[config.mk]
export PLATFORM = sky130hd
export DESIGN_NAME = rgb_to_hsv_converter_top
export DESIGN_NICKNAME = d
export VERILOG_FILES = /design/src/design/rhc_pkg.sv /design/src/design/rgb_to_hsv_converter_top.sv /design/src/design/rhc_classify.sv /design/src/design/rhc_numer.sv /design/src/design/rhc_div_stage.sv
export SDC_FILE = /design/constraint.sdc
export NUM_CORES = 1
export LEC_CHECK = 0
export ABC_CLOCK_PERIOD_IN_PS = 20900
export BUFFER_PORTS_ARGS = -buffer_cell sky130_fd_sc_hd__buf_2
export CORE_MARGIN = 10
export CORE_UTILIZATION = 30
export DETAILED_ROUTE_END_ITERATION = 6
export PLACE_DENSITY = 0.42
export SYNTH_ARGS = -nofsm -noshare
export SYNTH_HDL_FRONTEND = slang
export SYNTH_SLANG_ARGS = --single-unit
[constraint.sdc]
create_clock -name clk -period 20.9 [get_ports clk]
set_input_delay 2.09 -clock clk [delete_from_list [all_inputs] [get_ports clk]]
set_output_delay 2.09 -clock clk [all_outputs]
set_load 0.02 [all_outputs]
[src/design/rhc_pkg.sv]
// Shared types and constants for the RGB to HSV converter pipeline.
// No dependencies; every design file imports this package.
`timescale 1ns / 1ps

package rhc_pkg;

  // Field and datapath widths
  localparam int CH_W    = 8;
  localparam int HUE_W   = 9;
  localparam int PCT_W   = 7;
  localparam int DIFF_W  = CH_W + 1;
  localparam int QUO_W   = 9;
  localparam int DIV_W   = CH_W + 1;
  localparam int DSH_W   = DIV_W + QUO_W - 1;
  localparam int REM_W   = 18;
  localparam int TSUM_W  = 12;
  localparam int TPOS_W  = 11;
  localparam int PROD_W  = 32;

  // Quotient bits resolved by each divider stage
  localparam int DIV_BITS_PER_STAGE = 3;

  // Brightness: floor((200*max + 255) / 510) by reciprocal multiply,
  // folded into max * BRI_MUL + BRI_ADD, then shifted down by BRI_SHIFT.
  localparam logic [PROD_W-1:0] BRI_MUL   = 32'd13158800;
  localparam logic [PROD_W-1:0] BRI_ADD   = 32'd16777470;
  localparam int                BRI_SHIFT = 25;

  // Hue scale: 2 * 60 for the half-up rounding numerator
  localparam logic [REM_W-1:0] HUE_SCALE = 18'd120;
  // Saturation scale: 2 * 100
  localparam logic [REM_W-1:0] SAT_SCALE = 18'd200;

  // Channel that holds the maximum
  typedef enum logic [1:0] {
    SEL_RED,
    SEL_GREEN,
    SEL_BLUE
  } max_sel_t;

  // Request payload
  typedef struct packed {
    logic [CH_W-1:0] red_in;
    logic [CH_W-1:0] green_in;
    logic [CH_W-1:0] blue_in;
  } pixel_t;

  // Result payload
  typedef struct packed {
    logic [HUE_W-1:0] hue_deg;
    logic [PCT_W-1:0] saturation_pct;
    logic [PCT_W-1:0] brightness_pct;
  } hsv_t;

  // Classification passed from stage one to stage two
  typedef struct packed {
    logic [CH_W-1:0]          mx;
    logic [CH_W-1:0]          delta;
    max_sel_t                 sel;
    logic signed [DIFF_W-1:0] diff;
  } class_t;

  // One lane of the restoring divider
  typedef struct packed {
    logic [REM_W-1:0] rem;
    logic [DSH_W-1:0] dsh;
    logic [QUO_W-1:0] quo;
  } div_lane_t;

  // Everything a divider stage carries
  typedef struct packed {
    div_lane_t        hue;
    div_lane_t        sat;
    logic [PCT_W-1:0] bri;
  } div_stg_t;

endpackage

[src/design/rgb_to_hsv_converter_top.sv]
// Top level of the RGB to HSV converter: classify, numerator and divider stages.
// Depends on rhc_pkg, rhc_classify, rhc_numer and rhc_div_stage.
//
//   channel   ports                    direction  handshake
//   request   start, busy, in_pixel    in         taken when start && !busy
//   result    out_valid, out_hsv       out        one-cycle strobe, no backpressure
//
// An accepted request reaches its out_valid strobe through one classify stage,
// one numerator stage and three divider stages of 3 quotient bits.
// Throughput is one pixel per clock; busy is held low at all times.
// Synchronous active-low reset clears the valid bits of every stage only.
// The receiver cannot stall, so no stage ever holds; results leave in request order.
`timescale 1ns / 1ps

module rgb_to_hsv_converter_top import rhc_pkg::*; (
  input  logic   clk,
  input  logic   rst_n,
  input  logic   start,
  output logic   busy,
  input  pixel_t in_pixel,
  output logic   out_valid,
  output hsv_t   out_hsv
);

  localparam int NUM_DIV_STAGES = (QUO_W + DIV_BITS_PER_STAGE - 1) / DIV_BITS_PER_STAGE;

  logic     cls_vld;
  class_t   cls;
  logic     div_vld [NUM_DIV_STAGES+1];
  div_stg_t div_stg [NUM_DIV_STAGES+1];

  // Never refuse a request
  assign busy = 1'b0;

  rhc_classify u_classify (
    .clk   (clk),
    .rst_n (rst_n),
    .vld_i (start),
    .pix_i (in_pixel),
    .vld_o (cls_vld),
    .cls_o (cls)
  );

  rhc_numer u_numer (
    .clk   (clk),
    .rst_n (rst_n),
    .vld_i (cls_vld),
    .cls_i (cls),
    .vld_o (div_vld[0]),
    .stg_o (div_stg[0])
  );

  // Chain the divider stages
  for (genvar s = 0; s < NUM_DIV_STAGES; s++) begin : g_div
    rhc_div_stage u_div_stage (
      .clk   (clk),
      .rst_n (rst_n),
      .vld_i (div_vld[s]),
      .stg_i (div_stg[s]),
      .vld_o (div_vld[s+1]),
      .stg_o (div_stg[s+1])
    );
  end

  // Drive results straight from the last divider register
  assign out_valid              = div_vld[NUM_DIV_STAGES];
  assign out_hsv.hue_deg        = div_stg[NUM_DIV_STAGES].hue.quo[HUE_W-1:0];
  assign out_hsv.saturation_pct = div_stg[NUM_DIV_STAGES].sat.quo[PCT_W-1:0];
  assign out_hsv.brightness_pct = div_stg[NUM_DIV_STAGES].bri;

`ifndef SYNTHESIS
  a_latency : assert property (@(posedge clk) disable iff (!rst_n)
    ($past(rst_n, 1) && $past(rst_n, 2) && $past(rst_n, 3) &&
     $past(rst_n, 4) && $past(rst_n, 5)) |-> (out_valid == $past(start, 5)))
    else $error("result strobe does not follow request by pipeline latency");

  a_hue_range : assert property (@(posedge clk) disable iff (!rst_n)
    out_valid |-> (out_hsv.hue_deg <= HUE_W'(360)))
    else $error("hue above a full turn");

  a_sat_range : assert property (@(posedge clk) disable iff (!rst_n)
    out_valid |-> (out_hsv.saturation_pct <= PCT_W'(100)))
    else $error("saturation above 100 percent");

  a_bri_range : assert property (@(posedge clk) disable iff (!rst_n)
    out_valid |-> (out_hsv.brightness_pct <= PCT_W'(100)))
    else $error("brightness above 100 percent");

  a_quo_fits : assert property (@(posedge clk) disable iff (!rst_n)
    out_valid |-> (div_stg[NUM_DIV_STAGES].sat.quo[QUO_W-1:PCT_W] == '0))
    else $error("saturation quotient overflows its field");
`endif

endmodule

[src/design/rhc_classify.sv]
// Stage one: finds max, min, delta, the dominant channel and its difference term.
// Depends on rhc_pkg.
`timescale 1ns / 1ps

module rhc_classify import rhc_pkg::*; (
  input  logic   clk,
  input  logic   rst_n,
  input  logic   vld_i,
  input  pixel_t pix_i,
  output logic   vld_o,
  output class_t cls_o
);

  logic              vld_r;
  class_t            cls_r;
  class_t            cls_nxt;
  logic [CH_W-1:0]   r_v, g_v, b_v;
  logic [CH_W-1:0]   mx_v, mn_v;

  // Pick max and min, red wins ties over green, green over blue
  always_comb begin
    r_v = pix_i.red_in;
    g_v = pix_i.green_in;
    b_v = pix_i.blue_in;
    mx_v = (r_v > g_v) ? r_v : g_v;
    mx_v = (mx_v > b_v) ? mx_v : b_v;
    mn_v = (r_v < g_v) ? r_v : g_v;
    mn_v = (mn_v < b_v) ? mn_v : b_v;

    cls_nxt.mx    = mx_v;
    cls_nxt.delta = mx_v - mn_v;
    priority if (r_v == mx_v) begin
      cls_nxt.sel  = SEL_RED;
      cls_nxt.diff = $signed({1'b0, g_v}) - $signed({1'b0, b_v});
    end else if (g_v == mx_v) begin
      cls_nxt.sel  = SEL_GREEN;
      cls_nxt.diff = $signed({1'b0, b_v}) - $signed({1'b0, r_v});
    end else begin
      cls_nxt.sel  = SEL_BLUE;
      cls_nxt.diff = $signed({1'b0, r_v}) - $signed({1'b0, g_v});
    end
  end

  // Advance valid under reset, payload free-running
  always_ff @(posedge clk) begin
    if (!rst_n) begin
      vld_r <= 1'b0;
    end else begin
      vld_r <= vld_i;
    end
  end

  always_ff @(posedge clk) begin
    cls_r <= cls_nxt;
  end

  assign vld_o = vld_r;
  assign cls_o = cls_r;

endmodule

[src/design/rhc_numer.sv]
// Stage two: forms dividends and divisors for hue and saturation, and brightness.
// Depends on rhc_pkg.
`timescale 1ns / 1ps

module rhc_numer import rhc_pkg::*; (
  input  logic     clk,
  input  logic     rst_n,
  input  logic     vld_i,
  input  class_t   cls_i,
  output logic     vld_o,
  output div_stg_t stg_o
);

  logic                     vld_r;
  div_stg_t                 stg_r;
  div_stg_t                 stg_nxt;
  logic [CH_W+1:0]          off_v;
  logic signed [TSUM_W-1:0] tsum_v;
  logic [TPOS_W-1:0]        tpos_v;
  logic [DIV_W-1:0]         hue_div_v;
  logic [DIV_W-1:0]         sat_div_v;
  logic [PROD_W-1:0]        bri_prod_v;

  // Offset in sextants times delta: 0, 2 or 4
  always_comb begin
    unique case (cls_i.sel)
      SEL_RED:   off_v = '0;
      SEL_GREEN: off_v = {1'b0, cls_i.delta, 1'b0};
      SEL_BLUE:  off_v = {cls_i.delta, 2'b00};
      default:   off_v = '0;
    endcase
  end

  // Hue dividend 120*t + delta with t wrapped to a positive turn
  always_comb begin
    tsum_v = $signed({2'b00, off_v}) + TSUM_W'(cls_i.diff);
    if (tsum_v < 0) begin
      tsum_v = tsum_v + $signed(TSUM_W'(cls_i.delta) * TSUM_W'(6));
    end
    tpos_v = tsum_v[TPOS_W-1:0];

    hue_div_v = (cls_i.delta == '0) ? DIV_W'(1) : {cls_i.delta, 1'b0};
    sat_div_v = (cls_i.mx == '0)    ? DIV_W'(1) : {cls_i.mx, 1'b0};

    stg_nxt.hue.rem = REM_W'(tpos_v) * HUE_SCALE + REM_W'(cls_i.delta);
    stg_nxt.hue.dsh = {hue_div_v, {(QUO_W-1){1'b0}}};
    stg_nxt.hue.quo = '0;

    stg_nxt.sat.rem = REM_W'(cls_i.delta) * SAT_SCALE + REM_W'(cls_i.mx);
    stg_nxt.sat.dsh = {sat_div_v, {(QUO_W-1){1'b0}}};
    stg_nxt.sat.quo = '0;

    bri_prod_v  = PROD_W'(cls_i.mx) * BRI_MUL + BRI_ADD;
    stg_nxt.bri = bri_prod_v[BRI_SHIFT +: PCT_W];
  end

  always_ff @(posedge clk) begin
    if (!rst_n) begin
      vld_r <= 1'b0;
    end else begin
      vld_r <= vld_i;
    end
  end

  always_ff @(posedge clk) begin
    stg_r <= stg_nxt;
  end

  assign vld_o = vld_r;
  assign stg_o = stg_r;

endmodule

[src/design/rhc_div_stage.sv]
// One stage of the restoring divider: resolves DIV_BITS_PER_STAGE quotient bits per lane.
// Depends on rhc_pkg.
`timescale 1ns / 1ps

module rhc_div_stage import rhc_pkg::*; (
  input  logic     clk,
  input  logic     rst_n,
  input  logic     vld_i,
  input  div_stg_t stg_i,
  output logic     vld_o,
  output div_stg_t stg_o
);

  logic     vld_r;
  div_stg_t stg_r;
  div_stg_t stg_nxt;

  // One restoring step: subtract aligned divisor if it fits, shift it down
  function automatic div_lane_t div_step(input div_lane_t l);
    div_lane_t n;
    n = l;
    if (l.rem >= REM_W'(l.dsh)) begin
      n.rem = l.rem - REM_W'(l.dsh);
      n.quo = {l.quo[QUO_W-2:0], 1'b1};
    end else begin
      n.quo = {l.quo[QUO_W-2:0], 1'b0};
    end
    n.dsh = l.dsh >> 1;
    return n;
  endfunction

  // Run both lanes through this stage's steps
  always_comb begin
    stg_nxt = stg_i;
    for (int i = 0; i < DIV_BITS_PER_STAGE; i++) begin
      stg_nxt.hue = div_step(stg_nxt.hue);
      stg_nxt.sat = div_step(stg_nxt.sat);
    end
  end

  always_ff @(posedge clk) begin
    if (!rst_n) begin
      vld_r <= 1'b0;
    end else begin
      vld_r <= vld_i;
    end
  end

  always_ff @(posedge clk) begin
    stg_r <= stg_nxt;
  end

  assign vld_o = vld_r;
  assign stg_o = stg_r;

endmodule
[After elaboration in Yosys (flattened, before gate mapping)]
Cells that the tools add are included.
Operators by class
  $add $sub $neg: 25
  multipliers: 4
  order comparisons: 23
  equality and inequality tests: 4
  multiplexer cells: 42
  reductions and logical operators: 2
Operators by type and width (number)
  two-way mux 18 bit: 16
  >= comparator 18 x 10 -> 1 bit: 2
  >= comparator 18 x 11 -> 1 bit: 2
  >= comparator 18 x 12 -> 1 bit: 2
  >= comparator 18 x 13 -> 1 bit: 2
  >= comparator 18 x 14 -> 1 bit: 2
  >= comparator 18 x 15 -> 1 bit: 2
  >= comparator 18 x 16 -> 1 bit: 2
  >= comparator 18 x 17 -> 1 bit: 2
  >= comparator 18 x 9 -> 1 bit: 2
  subtractor 18 x 10 -> 18 bit: 2
  subtractor 18 x 11 -> 18 bit: 2
  subtractor 18 x 12 -> 18 bit: 2
  subtractor 18 x 13 -> 18 bit: 2
  subtractor 18 x 14 -> 18 bit: 2
  subtractor 18 x 15 -> 18 bit: 2
  subtractor 18 x 16 -> 18 bit: 2
  subtractor 18 x 17 -> 18 bit: 2
  adder 32 x 25 -> 32 bit (second input constant): 1
  two-way mux 8 bit: 4
  multiplier 8 x 20 -> 28 bit (second input constant): 1
  subtractor 8 x 8 -> 9 bit: 3
  two-way mux 11 bit: 2
  case mux 10 bit (2 select lines): 1
  other kinds (17): 38
Storage, ports and cells
  flip-flop bits (word level): 252
  output and inout port bits: 25
  word-level logic and storage cells: 133

[Logic depth before layout (Yosys ltp)]
  depth after elaboration: 7
  mapped depth: 37
  gate-level depth less buffers: 36

[By module]
A second synthesis with hierarchy kept.
Second synthesis, totals
  cells, all modules: 4037
  area, all modules: 34603.2 µm²
Modules (own cells, without submodules)
  rhc_div_stage at g_div[1].u_div_stage: instances 1, cells an instance 963, area each 8011.4 µm², sequential area each 1801.7 µm²
  rhc_div_stage at g_div[0].u_div_stage: instances 1, cells an instance 924, area each 7815.0 µm², sequential area each 1801.7 µm²
  rhc_div_stage at g_div[2].u_div_stage: instances 1, cells an instance 916, area each 7812.5 µm², sequential area each 1801.7 µm²
  rhc_numer: instances 1, cells an instance 844, area each 7688.6 µm², sequential area each 1221.2 µm²
  rhc_classify: instances 1, cells an instance 388, area each 3264.4 µm², sequential area each 560.5 µm²
  rgb_to_hsv_converter_top: instances 1, cells an instance 2, area each 11.3 µm², sequential area each 0.0 µm²

[Least setup slack after synthesis]
OpenSTA, ideal clock, no wires.
  kind: input port to flip-flop
  start point: input port in_pixel[9] (netlist bit)
  end point: register u_classify.cls_r, in the netlist u_classify.cls_o[18]
  arrival time: 7218 ps
  required time: 20828 ps
  path slack: 13610 ps
  stages: 30
  buffers on the path: 3
  path through: inv_1 ha_1 nor2b_1 o21ai_0 a21boi_0 o21a_1 o21ai_0 a21o_1 nor2_1 clkbuf_1 o21ai_0 ha_1 nand3_1 nor2_1 a211oi_1 o21ai_0 o21a_1 clkbuf_1 clkbuf_1 nor2_1 a21o_1 ha_1 nor2b_1 o21ai_0 nand2b_1 a21o_1 a21o_1 a21o_1 a21oi_1 xor2_1
RTL lines
  start, declared: RTL line rgb_to_hsv_converter_top.sv:20  | input pixel_t in_pixel,
  end signal, assigned: RTL line rhc_classify.sv:54  | cls_r <= cls_nxt;
  end, declared: RTL line rhc_classify.sv:15  | class_t cls_r;

==> flow_summary.toml <==
[status]
outcome = "completed"

[logic_synthesis]
syn_avg_cell_area_um2 = 8.41
ys_ff_latch = 251
synth-edff-count = 0
synthesis.nets = 3274
synthArstFlopShare_pct = 0
syn_area_um2 = 23800
yosysUniqueCellTypes = 96
ys_seq_area_share_pct = 21.1
synth_warnings = 0
synth_top_flop_cell = "dfxtp_1"
syn_inst = 2827

[cells_and_area]
layout-drive-gt1-share_pct = 8.08
area.growth.synth_to_final_pct = 10.1
mostFrequentLayoutCells = "ha_1, inv_1, dfxtp_1"
diodes = 0
nets = 3305
final_common_cell = "ha_1"
fill_cells = 8212
multi_input_area_um2 = 17200
ff_latch_area_um2 = 5020

[placement]
hpwl_mm = 52.0
gp_congestion = 0.872
portBuffers = 50

[sta]
period_share_pct = 39.4
final.setup.tns_ns = 0
slew_headroom_pct = 33.3
max_freq_mhz = 122
period_needed_ns = 8.23
setup_violations = 0
hold_viol = 0
tightest_slew_ns = 0.991
drv_slew = 0
grt_setup_unrepaired = "false"
fin_skew_ns = 0.0218

[job]
drv_cap = 0

[detailed_routing]
postRouteAntennaNets = 0
routed_wirelength_mm = 62.6
drc_errors = 0
drt-initial-drc-count = 782
met2_length_mm = 29.0
dr_wl_met3_mm = 1.59
first_pass_iters = 5
dr.max_layer_used = "met4"
wirelength_met1_mm = 30.5
wl_per_cell_um = 15.9
num_vias = 19400
route.detailed.vias_per_inst = 4.93

[clock_tree]
clk_pin_slew_worst_paths_ns = 0.06
cts.sinks = 251
post_cts_buffers = 0
cts_hold_repair.buffers = 0
cts_tree = "built"
post_cts_resized = 0
clk_latency_ns = 0.54
clockRootBuffer = "clkbuf_16"
clk_path_buf_depth = 3
h-tree-depth = 2
cts_buffers = 34

[critical_path]
start_kind = "flop"
crit_required_ns = 21.33
cp_max_fo = 22
end_kind = "flop"
crit_type = "reg2reg"
crit_arrival_ns = 8.66
cpPeakStageDelay_ns = 0.73
cpMaxStageDelayCell = "nor3_2"

[die]
dieArea_um2 = 91000
fp-row-count = 103
die_x_um = 302
start_util_pct = 30.2
dieHeight_um = 302
boundaryPins = 52
core_area_um2 = 78700

[grt]
overflow = 0
grt_pass1_wl_mm = 102
antenna_found_initial = 0
track_usage_pct = 13.6
grt_pass1_vias = 19600
grt_max_degree = 26

[hold_path]
min_path_type = "reg2reg"
[layout make-up]
type | instances | share of cell area [%]
Multi-Input combinational cell | 2189 | 65.7
Sequential cell | 251 | 19.2
Tap cell | 1050 | 5.01
Inverter | 322 | 4.62
Clock buffer | 43 | 3.61
Timing Repair Buffer | 60 | 1.24
Clock inverter | 18 | 0.664
[critical path: cells and delay by family, from the launching register on]
kind	cells	cell delay, ns
AO/OA/AOI/OAI	12	2.65
adder cells (fa/ha/maj)	3	1.20
buffers and inverters	3	0.66
flip-flops	1	0.33
multiplexers	3	0.89
AND/OR/NAND/NOR	9	2.33
[layer usage]
metal,vias up,global-route usage [%]
li1,10000,-
met1,9062,18.1
met2,214,22.9
met3,91,1.60
met4,0,3.81
met5,-,0
[sequential cells by signal, summed over array words and instances, names as in the netlist]
| register | count |
|---|---|
| u_numer.vld_o | 1 |
| g_div.u_div_stage.vld_o | 3 |
| u_classify.cls_o | 27 |
| u_classify.vld_o | 1 |
| g_div.u_div_stage.stg_o | 159 |
| u_numer.stg_o | 60 |
[kinds of logic after synthesis]
kind of cell               after synthesis  synth area share [%]
and+or+nand+nor                        708                  14.9
buffers and inverters                  387                  6.63
adders and majority gates              422                  24.3
DFF                                    251                  21.1
muxes                                  109                  5.03
other                                    1                0.0158
xor gates and xnor gates               228                  8.40
AOI/OAI and AO/OA                      721                  19.6
[per-stage QoR]
stage | hold WS [ns] | instances | util, % | instance area [um^2] | worst slack (ns)
after floorplan | 0.310 | 2827 | - | 23800 | 13.61
after global placement | 0.310 | 3872 | 31.8 | 25100 | 12.57
after detailed placement | 0.312 | 3872 | 31.8 | 25100 | 12.53
after CTS | 0.299 | 3933 | 33.3 | 26200 | 12.65
after global routing | 0.306 | 3933 | 33.3 | 26200 | 11.97
final | 0.305 | 3933 | 33.3 | 26200 | 12.67
[cell usage after synthesis, types with 60 or more instances]
cell type / number / area share, %
ha_1: 354 / 19
nor2_1: 204 / 3.2
mux2_2: 60 / 2.8
a21o_1: 97 / 3.1
fa_1: 66 / 5.6
nand2_1: 166 / 2.6
xor2_1: 75 / 2.8
dfxtp_1: 251 / 21
inv_1: 316 / 5.0
o21ai_0: 174 / 3.7
xnor2_1: 153 / 5.6
a21oi_1: 185 / 3.9
[path summary, 6_finish.rpt]
| path | startpoint | to | slack, ns | cells after the start |
|---|---|---|---|---|
| max | g_div[0].u_div_stage.stg_o[68] | g_div[1].u_div_stage.stg_o[81] | 12.67 | 30 |
| min | g_div[1].u_div_stage.stg_o[5] | g_div[2].u_div_stage.stg_o[5] | 0.30 | 0 |
| max reg2reg | g_div[0].u_div_stage.stg_o[68] | g_div[1].u_div_stage.stg_o[81] | 12.67 | 30 |
| min reg2reg | g_div[1].u_div_stage.stg_o[5] | g_div[2].u_div_stage.stg_o[5] | 0.30 | 0 |
Power is left out: the tool's default activity adds up to more than one toggle a clock period on the data nets, which glitch-free logic cannot reach.
